**src/hdl/fir_q15_filter_23tap_unit_assert.svh**
```systemverilog
// Assertion macros shared by the filter RTL.
`ifndef FIR_Q15_FILTER_23TAP_UNIT_ASSERT_SVH
`define FIR_Q15_FILTER_23TAP_UNIT_ASSERT_SVH

`ifndef ASSERT_OFF

// Checks that a condition holds at every clock edge out of reset.
`define FQF_ASSERT(lbl, cond) \
    lbl: assert property (@(posedge clk) disable iff (!rst_n) (cond)) \
        else $error("assertion failed");

// Checks that a trigger in one cycle is followed by a condition in the next.
`define FQF_ASSERT_NEXT(lbl, trig, cond) \
    lbl: assert property (@(posedge clk) disable iff (!rst_n) (trig) |=> (cond)) \
        else $error("assertion failed");

`else

`define FQF_ASSERT(lbl, cond)
`define FQF_ASSERT_NEXT(lbl, trig, cond)

`endif

`endif

```
**src/hdl/fqf_pkg.sv**
```systemverilog
package fqf_pkg;

    localparam int TAPS       = 23;
    localparam int COEF_COUNT = 23;
    localparam int SAMPLE_W   = 16;
    localparam int COEF_W     = 16;
    localparam int PROD_W     = SAMPLE_W + COEF_W;
    localparam int CNT_W      = (TAPS > 1) ? $clog2(TAPS) : 1;
    // Each product fits in 31 bits; the extra bits cover the sum over all taps.
    localparam int ACC_W      = PROD_W + CNT_W;

    typedef logic signed [SAMPLE_W-1:0] sample_t;
    typedef logic signed [COEF_W-1:0]   coef_t;
    typedef logic signed [PROD_W-1:0]   prod_t;
    typedef logic signed [ACC_W-1:0]    acc_t;
    typedef logic [CNT_W-1:0]           tap_cnt_t;

    // Symmetric Q15 coefficients; taps past the table use zero.
    function automatic coef_t coef(input int k);
        coef_t c;
        c = '0;
        if (k < COEF_COUNT)
        begin
            unique case (k)
                0, 22:   c = 16'sd434;
                1, 21:   c = 16'sd143;
                2, 20:   c = -16'sd738;
                3, 19:   c = -16'sd1193;
                4, 18:   c = -16'sd153;
                5, 17:   c = 16'sd1287;
                6, 16:   c = 16'sd682;
                7, 15:   c = -16'sd1940;
                8, 14:   c = -16'sd2591;
                9, 13:   c = 16'sd2233;
                10, 12:  c = 16'sd10089;
                11:      c = 16'sd13988;
                default: c = '0;
            endcase
        end
        return c;
    endfunction

endpackage

```
**src/hdl/fqf_sample_if.sv**
```systemverilog
interface fqf_sample_if;
    logic               valid;
    logic               ready;
    logic signed [15:0] sample_filtered;
    logic signed [15:0] sample_passed;

    modport source (output valid, output sample_filtered, output sample_passed, input ready);
    modport sink (input valid, input sample_filtered, input sample_passed, output ready);
endinterface

```
**src/hdl/fqf_result_if.sv**
```systemverilog
interface fqf_result_if;
    logic               valid;
    logic               ready;
    logic signed [15:0] filtered_out;
    logic signed [15:0] passed_out;

    modport source (output valid, output filtered_out, output passed_out, input ready);
    modport sink (input valid, input filtered_out, input passed_out, output ready);
endinterface

```
**src/hdl/fir_q15_filter_23tap_unit.sv**
```systemverilog
// Symmetric 23-tap Q15 FIR filter on sample pairs. The first sample of each item
// enters a delay line that is zero after reset; the filtered result is the exact
// sum of products shifted right by 15 and wrapped to 16 bits, with no saturation.
// The second sample is returned unchanged alongside it. One shared 16x16
// multiplier walks the delay line, which rotates one tap word per cycle past it.
// An accepted item passes through the run, drain and done states before the next
// item can be accepted, provided the previous result has been taken. A result
// waits in the output register while the next item is being filtered.
`include "fir_q15_filter_23tap_unit_assert.svh"

module fir_q15_filter_23tap_unit (
    input  logic         clk,
    input  logic         rst_n,
    fqf_sample_if.sink   sample_ch,
    fqf_result_if.source result_ch
);
    import fqf_pkg::*;

    typedef enum logic [1:0] {
        ST_IDLE,
        ST_RUN,
        ST_DRAIN,
        ST_DONE
    } state_t;

    state_t   state_reg;
    sample_t  dl_reg [TAPS];
    tap_cnt_t cnt_reg;
    prod_t    prod_reg;
    logic     prod_valid_reg;
    acc_t     acc_reg;
    sample_t  pass_reg;
    logic     out_valid_reg;
    sample_t  filtered_reg;
    sample_t  passed_reg;

    logic accept;
    logic out_take;
    logic out_free;

    assign sample_ch.ready    = (state_reg == ST_IDLE);
    assign accept             = sample_ch.valid && sample_ch.ready;
    assign out_take           = result_ch.valid && result_ch.ready;
    assign out_free           = !out_valid_reg || result_ch.ready;
    assign result_ch.valid    = out_valid_reg;
    assign result_ch.filtered_out = filtered_reg;
    assign result_ch.passed_out   = passed_reg;

    always_ff @(posedge clk or negedge rst_n)
    begin
        if (!rst_n)
        begin
            state_reg      <= ST_IDLE;
            for (int k = 0; k < TAPS; k++)
            begin
                dl_reg[k] <= '0;
            end
            cnt_reg        <= '0;
            prod_valid_reg <= 1'b0;
            out_valid_reg  <= 1'b0;
        end
        else
        begin
            // A new result may replace the one being taken in the same cycle.
            if (state_reg == ST_DONE && out_free)
            begin
                out_valid_reg <= 1'b1;
            end
            else if (out_take)
            begin
                out_valid_reg <= 1'b0;
            end

            unique case (state_reg)
                ST_IDLE:
                begin
                    if (accept)
                    begin
                        for (int k = TAPS - 1; k > 0; k--)
                        begin
                            dl_reg[k] <= dl_reg[k-1];
                        end
                        dl_reg[0] <= sample_ch.sample_filtered;
                        pass_reg  <= sample_ch.sample_passed;
                        cnt_reg   <= '0;
                        acc_reg   <= '0;
                        state_reg <= ST_RUN;
                    end
                end
                ST_RUN:
                begin
                    // The head of the ring always holds the tap that cnt_reg names;
                    // after TAPS rotations the line is back in its original order.
                    prod_reg       <= prod_t'(dl_reg[0]) * prod_t'(coef(int'(cnt_reg)));
                    prod_valid_reg <= 1'b1;
                    for (int k = 0; k < TAPS - 1; k++)
                    begin
                        dl_reg[k] <= dl_reg[k+1];
                    end
                    dl_reg[TAPS-1] <= dl_reg[0];
                    if (prod_valid_reg)
                    begin
                        acc_reg <= acc_reg + ACC_W'(prod_reg);
                    end
                    if (cnt_reg == CNT_W'(TAPS - 1))
                    begin
                        state_reg <= ST_DRAIN;
                    end
                    else
                    begin
                        cnt_reg <= cnt_reg + 1'b1;
                    end
                end
                ST_DRAIN:
                begin
                    acc_reg        <= acc_reg + ACC_W'(prod_reg);
                    prod_valid_reg <= 1'b0;
                    state_reg      <= ST_DONE;
                end
                ST_DONE:
                begin
                    if (out_free)
                    begin
                        filtered_reg  <= acc_reg[30:15];
                        passed_reg    <= pass_reg;
                        state_reg     <= ST_IDLE;
                    end
                end
                default:
                begin
                    state_reg <= ST_IDLE;
                end
            endcase
        end
    end

    `FQF_ASSERT_NEXT(a_accept_starts_run, accept, state_reg == ST_RUN && cnt_reg == '0)
    `FQF_ASSERT(a_cnt_in_range, cnt_reg <= CNT_W'(TAPS - 1))
    `FQF_ASSERT(a_prod_only_busy, !prod_valid_reg || state_reg == ST_RUN || state_reg == ST_DRAIN)
    `FQF_ASSERT_NEXT(a_drain_clears_prod, state_reg == ST_DRAIN, !prod_valid_reg && state_reg == ST_DONE)
    `FQF_ASSERT_NEXT(a_done_loads_out, state_reg == ST_DONE && out_free, out_valid_reg && state_reg == ST_IDLE)

endmodule
```
**src/flat_wrapper.sv**
```systemverilog
// flat-port wrapper written by rule: the top's interface ports become plain ports
module fir_q15_filter_23tap_unit_flat import fqf_pkg::*;
  (clk, rst_n, sample_ch_valid, sample_ch_sample_filtered, sample_ch_sample_passed, sample_ch_ready, result_ch_valid, result_ch_filtered_out, result_ch_passed_out, result_ch_ready);
  fqf_sample_if sample_ch_i ();
  fqf_result_if result_ch_i ();
  input  logic clk;
  input  logic rst_n;
  input wire logic [$bits(sample_ch_i.valid)-1:0] sample_ch_valid;
  input wire logic [$bits(sample_ch_i.sample_filtered)-1:0] sample_ch_sample_filtered;
  input wire logic [$bits(sample_ch_i.sample_passed)-1:0] sample_ch_sample_passed;
  output wire logic [$bits(sample_ch_i.ready)-1:0] sample_ch_ready;
  output wire logic [$bits(result_ch_i.valid)-1:0] result_ch_valid;
  output wire logic [$bits(result_ch_i.filtered_out)-1:0] result_ch_filtered_out;
  output wire logic [$bits(result_ch_i.passed_out)-1:0] result_ch_passed_out;
  input wire logic [$bits(result_ch_i.ready)-1:0] result_ch_ready;
  assign sample_ch_i.valid = sample_ch_valid;
  assign sample_ch_i.sample_filtered = sample_ch_sample_filtered;
  assign sample_ch_i.sample_passed = sample_ch_sample_passed;
  assign sample_ch_ready = sample_ch_i.ready;
  assign result_ch_valid = result_ch_i.valid;
  assign result_ch_filtered_out = result_ch_i.filtered_out;
  assign result_ch_passed_out = result_ch_i.passed_out;
  assign result_ch_i.ready = result_ch_ready;
  fir_q15_filter_23tap_unit u_core (.clk(clk), .rst_n(rst_n), .sample_ch(sample_ch_i), .result_ch(result_ch_i));
endmodule
```
**config.mk**
```make
export PLATFORM = sky130hd
export DESIGN_NAME = fir_q15_filter_23tap_unit_flat
export DESIGN_NICKNAME = d
export VERILOG_FILES = /design/src/hdl/fqf_pkg.sv /design/src/hdl/fqf_sample_if.sv /design/src/hdl/fqf_result_if.sv /design/src/hdl/fir_q15_filter_23tap_unit.sv /design/src/flat_wrapper.sv
export VERILOG_INCLUDE_DIRS = /design/src /design/src/hdl
export SDC_FILE = /design/constraint.sdc
export NUM_CORES = 2
export LEC_CHECK = 0
export ABC_AREA = 1
export BUFFER_PORTS_ARGS = -buffer_cell sky130_fd_sc_hd__buf_2
export CORE_MARGIN = 3
export CORE_UTILIZATION = 49
export DETAILED_ROUTE_END_ITERATION = 7
export GPL_TIMING_DRIVEN = 0
export SLEW_MARGIN = 5
export SYNTH_ARGS = -nofsm -noshare
export SYNTH_HDL_FRONTEND = slang
export SYNTH_SLANG_ARGS = --single-unit
```
**constraint.sdc**
```tcl
create_clock -name clk -period 11.2 [get_ports clk]
set_input_delay 1.12 -clock clk [delete_from_list [all_inputs] [get_ports clk]]
set_output_delay 1.12 -clock clk [all_outputs]
set_load 0.005 [all_outputs]
```
Word level (Yosys, flattened, before mapping)
Memory sizes are Yosys's and may differ from the RTL's.
Index checks and enable logic that the tools add are counted.

storage, ports and cells
  bits in registers = 494
  bits in latches = 0
  RAM bits = 0
  bits in read-only memories = 512
  output and inout port bits = 34
  word-level logic and storage cells = 80
  memories = 1

memories
  memory            words  width  read ports  clocked after memory_dff  write ports  RTL line       source
  (name not given)  32     16     1           0                         0            fqf_pkg.sv:24  unique case (k)

operators by class
  add/subtract/negate cells = 2
  $mul = 1
  divide/modulo/power cells = 0
  magnitude comparators = 1
  equal/unequal tests = 9
  shifts and indexed selects = 0
  mux-type cells = 17
  bitwise gates (word level) = 0
  reductions and logical operators = 17

operators by type and width
  kind                                                   number
  one-hot mux 368 bit (2 select lines)                   1
  two-way mux 368 bit                                    1
  one-hot mux 37 bit (3 select lines)                    1
  two-way mux 37 bit                                     2
  adder 37 x 32 -> 37 bit                                1
  multiplier 16 x 16 -> 32 bit                           1
  two-way mux 16 bit                                     2
  AND reduction 3 bit                                    4
  two-way mux 5 bit                                      2
  one-hot mux 5 bit (2 select lines)                     1
  one-hot mux 2 bit (4 select lines)                     1
  two-way mux 2 bit                                      3
  inequality test 2 x 1 -> 1 bit, second input constant  3
  nonzero test 2 bit                                     3
  adder 5 x 1 -> 5 bit, second input constant            1
  equality test 5 bit, second input constant             1
  < comparator 5 bit, second input constant              1
  equality test 2 bit, second input constant             2
  inequality test 2 bit, second input constant           2
  AND reduction 2 bit                                    2
  AND reduction 4 bit                                    1
  logical AND 1 bit                                      3
  nonzero test 3 bit                                     1
  equality test 2 x 1 -> 1 bit, second input constant    1
  other kinds (5)                                        6

Depth between registers and ports, before layout
  depth in word-level cells = 4
  mapped depth = 35
  gate-level depth less buffers = 34

Worst setup path after synthesis
Ideal clock, no wire load.

  kind = register to register
  start = reg u_core.cnt_reg[0]
  end = reg u_core.prod_reg[25] (data pin)
  data arrival time = 6051 ps
  data required time = 10947 ps
  setup slack = 4896 ps
  stages on the path, launching flop included = 24
  buffers on the path = 1
  cell sequence = dfrtp_1 -> inv_1 -> ha_1 -> nor2_1 -> inv_1 -> a31oi_1 -> buf_2 -> nor2_1 -> fa_1 -> inv_1 -> fa_1 -> inv_1 -> fa_1 -> fa_1 -> fa_1 -> inv_1 -> fa_1 -> inv_1 -> ha_1 -> nand2_1 -> nor3_1 -> or3b_1 -> nand4_1 -> nand2_1

between the ends
  cells in the longest elaborated chain, start to end = 4
  elaborated cells on any way between the ends = 5
  classes of those cells = mul (1); order compare (1); mux (2); memory (1)

RTL lines
  item                                                                    RTL line                          source
  start, declared                                                         fir_q15_filter_23tap_unit.sv:28   tap_cnt_t cnt_reg;
  start signal, assigned                                                  fir_q15_filter_23tap_unit.sv:111  cnt_reg <= cnt_reg + 1'b1;
  memory read (32 x 16 bit) / < comparator 5 bit (equally long branches)  --
  two-way mux 16 bit (*)                                                  fqf_pkg.sv:22                     if (k < COEF_COUNT)
  two-way mux 16 bit (*)                                                  fir_q15_filter_23tap_unit.sv:74   unique case (state_reg)
  multiplier 16 x 16 -> 32 bit (*)                                        fir_q15_filter_23tap_unit.sv:94   prod_reg <= prod_t'(dl_reg[0]) * prod_t'(coef(int'(cnt_reg)));
  end signal, assigned                                                    fir_q15_filter_23tap_unit.sv:94
  end, declared                                                           fir_q15_filter_23tap_unit.sv:29   prod_t prod_reg;

Every way passes the cells marked *; elsewhere a longest branch is shown, timed or not. The select of a mux whose other input is x is not followed.
A chain may end at the register's enable or synchronous reset.

Worst setup path after layout
Same ends and word-level chain as after synthesis.

==> flow_summary_export.csv <==
group,metric,value,unit
worst_setup_path,critical_path_class,"register to register",
clock_tree,path_clk_slew,0.06,ns
synth,ys_seq_elements,487,
placement,dp_hpwl,74.8,mm
final_layout,largest_register_ffs,368,
placement,io_buffers,69,
sta,drv_slew,0,
sta,hold_viol,0,
clock_tree,post-cts-setup-buffers,0,
final_layout,drive_gt1_share,7.02,%
final_layout,areaGrowthSynthToFinish,10.4,%
final_layout,final_nets,4504,
grt,antenna_found_initial,0,
sta,period_share,66.5,%
hold_path,min_to,"u_core.result_ch.passed_out[0]",
worst_setup_path,rrSetupSlack,3.75,ns
hold_path,hold_class,"register to register",
die,io_pins,70,
die,dieArea,70300,um2
worst_setup_path,r2r_end,"u_core.prod_reg[25]",
die,die_y,265,um
clock_tree,cts-root-buf,"clkbuf_16",
die,core_area,66100,um2
sta,setup_viol,0,
run_status,status,"completed",
synth,yosys.cell_count.top_type,"nand2_1",
routing,drtAntennaViolNets,0,
routing,wire_per_inst,19.0,um
worst_setup_path,worstPathRequired,11.53,ns
die,start_util,49.8,%
synth,seq_area_frac_synth,38.7,%
worst_setup_path,start_kind,"register",
synth,yosysUniqueCellTypes,48,
clock_tree,cts_buffers,53,
clock_tree,htreeDepth,2,
synth,synth_top_flop_cell,"dfrtp_1",
sta,tightest_slew,1.17,ns
synth,syn_inst,3953,
routing,drt-pass1-iter-count,6,
grt,first_global_vias,27700,
final_layout,design_area,36300,um2
sta,max_freq,0.134,GHz
clock_tree,postCtsHoldBufs,0,
synth,synth-edff-count,110,
worst_setup_path,crit_arrival,7.78,ns
grt,grt_pass1_wl,152,mm
synth,synth_commonest_cells,"1059 x nand2_1, 593 x nor2_1, 474 x inv_1",
synth,syn_avg_cell_area,8.32,um2
sta,fin_skew,0.0475,ns
worst_setup_path,critPathMaxFanout,10,
grt,grt_max_degree,112,
clock_tree,post_cts_resized,0,
placement,gp_congestion,0.931,
flow_run,max_cap_violations,0,
clock_tree,clk_latency,0.62,ns
routing,drtIter0Drc,2323,
synth,synth.largest_area_cell,"dfrtp_1",
worst_setup_path,cp-end-kind,"register",
placement,placed_area,34500,um2
grt,grt-ovfl-total,0,
hold_path,hold_start,"u_core.pass_reg[0]",
worst_setup_path,reg2reg_from,"u_core.cnt_reg[0]",
clock_tree,clk_path_buf_depth,3,
die,die_w,265,um
routing,drc,0,
synth,ys_async_sr_fraction,77.4,%
final_layout,nFillCells,6311,
hold_path,hold_depth,0,
synth,synth_nets,4371,
sta,fin_crit,7.45,ns
clock_tree,cts_tree,"built",
worst_setup_path,reg2regPathDepth,23,
synth,netlist_area,32900,um2
sta,rsz0062_at_grt,"no",
synth,ys_warn_count,0,
routing,routed_wl,95.1,mm
sta,setup_tns,0,ns
synth,yosys-top-cells-area,"dfrtp_1 29%, fa_1 16%, nand2_1 12%",
die,core.rowCount,94,
synth,synth_top_area_share,28.7,%
sta,slew_headroom,22.2,%
grt,track_usage,27.3,%
routing,vias,27400,
routing,viasPerCell,5.49,
final_layout,utilization,54.9,%
clock_tree,cts_num_sinks,487,
==> worst max-delay path, cell delays in order (launching register included) <==
cell and delay (ns):
dfrtp_1 0.44, inv_1 0.28, ha_1 0.30, nor2_1 0.09, inv_1 0.10, a31oi_1 0.32, buf_2 0.34, nor2_1 0.11
fa_1 0.66, inv_1 0.17, fa_1 0.68, inv_1 0.21, fa_1 0.46, fa_1 0.52, fa_1 0.54, inv_1 0.05
fa_1 0.47, inv_1 0.04, ha_1 0.43, nand2_1 0.17, nor3_1 0.26, or3b_1 0.39, nand4_1 0.08, nand2_1 0.08
==> area by class of cell <==
cell class	count	area, um2	area share [%]
antenna	1	2.50	0.00689
buffer	203	901	2.48
timing repair buffer	78	494	1.36
clock inverter	23	273	0.751
tap	864	1080	2.98
sequential	487	12700	35.1
inverter	492	1850	5.09
clock buffer	75	1550	4.27
multi-input combinational	2771	17400	48.0
==> through the flow <==
stage / hold slack, ns / std cells / setup slack (ns)
after floorplan: 0.400 / 3953 / 4.90
after global placement: 0.401 / 4886 / -1.33
after detailed placement: 0.405 / 4895 / 3.83
after CTS: 0.418 / 4993 / 3.79
after global routing: 0.430 / 4993 / 3.37
final: 0.418 / 4994 / 3.75
==> layer usage <==
layer	wire (um)	global-route usage [%]	up-vias
met5	0	0	-
met2	45100	45.0	790
met3	5620	3.76	141
met1	41600	38.1	13600
met4	2720	7.78	0
li1	-	-	12900
==> cells by family (layout without fill, tap and decap cells) <==
logic type	after synthesis	after routing	share of synthesized area (%)
and+or+nand+nor	1764	1764	20.7
xor gates and xnor gates	29	29	0.772
DFF	487	487	38.7
AOI/OAI and AO/OA	596	596	11.0
adders and majority gates	382	382	20.4
buffers and inverters	695	871	8.35
other	0	1	0
==> placed cells by master, fill, tap and decap left out, drive strengths merged, types with 2 or more instances in the layout <==
cell type | Yosys | final
nand3b | 5 | 5
ha | 125 | 125
nand2 | 1063 | 1063
clkinv | 7 | 22
buf | 102 | 180
a21o | 2 | 2
inv | 485 | 488
nor3b | 2 | 2
o211ai | 45 | 45
a21boi | 3 | 3
fa | 257 | 257
nor3 | 21 | 21
nand3 | 58 | 58
nor2 | 595 | 595
xnor2 | 7 | 7
o31ai | 2 | 2
nor4 | 3 | 3
a21oi | 88 | 88
bufinv | 0 | 5
clkbuf | 101 | 176
o21ai | 101 | 101
edfxtp | 110 | 110
xor2 | 22 | 22
dfrtp | 377 | 377
o21bai | 7 | 7
o21a | 8 | 8
a31oi | 333 | 333
nand4 | 13 | 13
o22ai | 4 | 4
==> how the worst max path moves through the flow <==
stage / from / to / slack [ns] / cells after the start
global route: u_core.cnt_reg[0] / u_core.prod_reg[25] / 3.37 / 23
finish: u_core.cnt_reg[0] / u_core.prod_reg[25] / 3.75 / 23
global placement: rst_n / u_core.acc_reg[25] / -1.33 / 3
CTS: u_core.cnt_reg[0] / u_core.prod_reg[25] / 3.79 / 23
detailed placement: u_core.cnt_reg[0] / u_core.prod_reg[25] / 3.83 / 23
floorplan: u_core.cnt_reg[0] / u_core.prod_reg[25] / 4.90 / 23
Power is not shown: default switching activity piles up to over one toggle a cycle in this logic, so the estimate is an artifact.
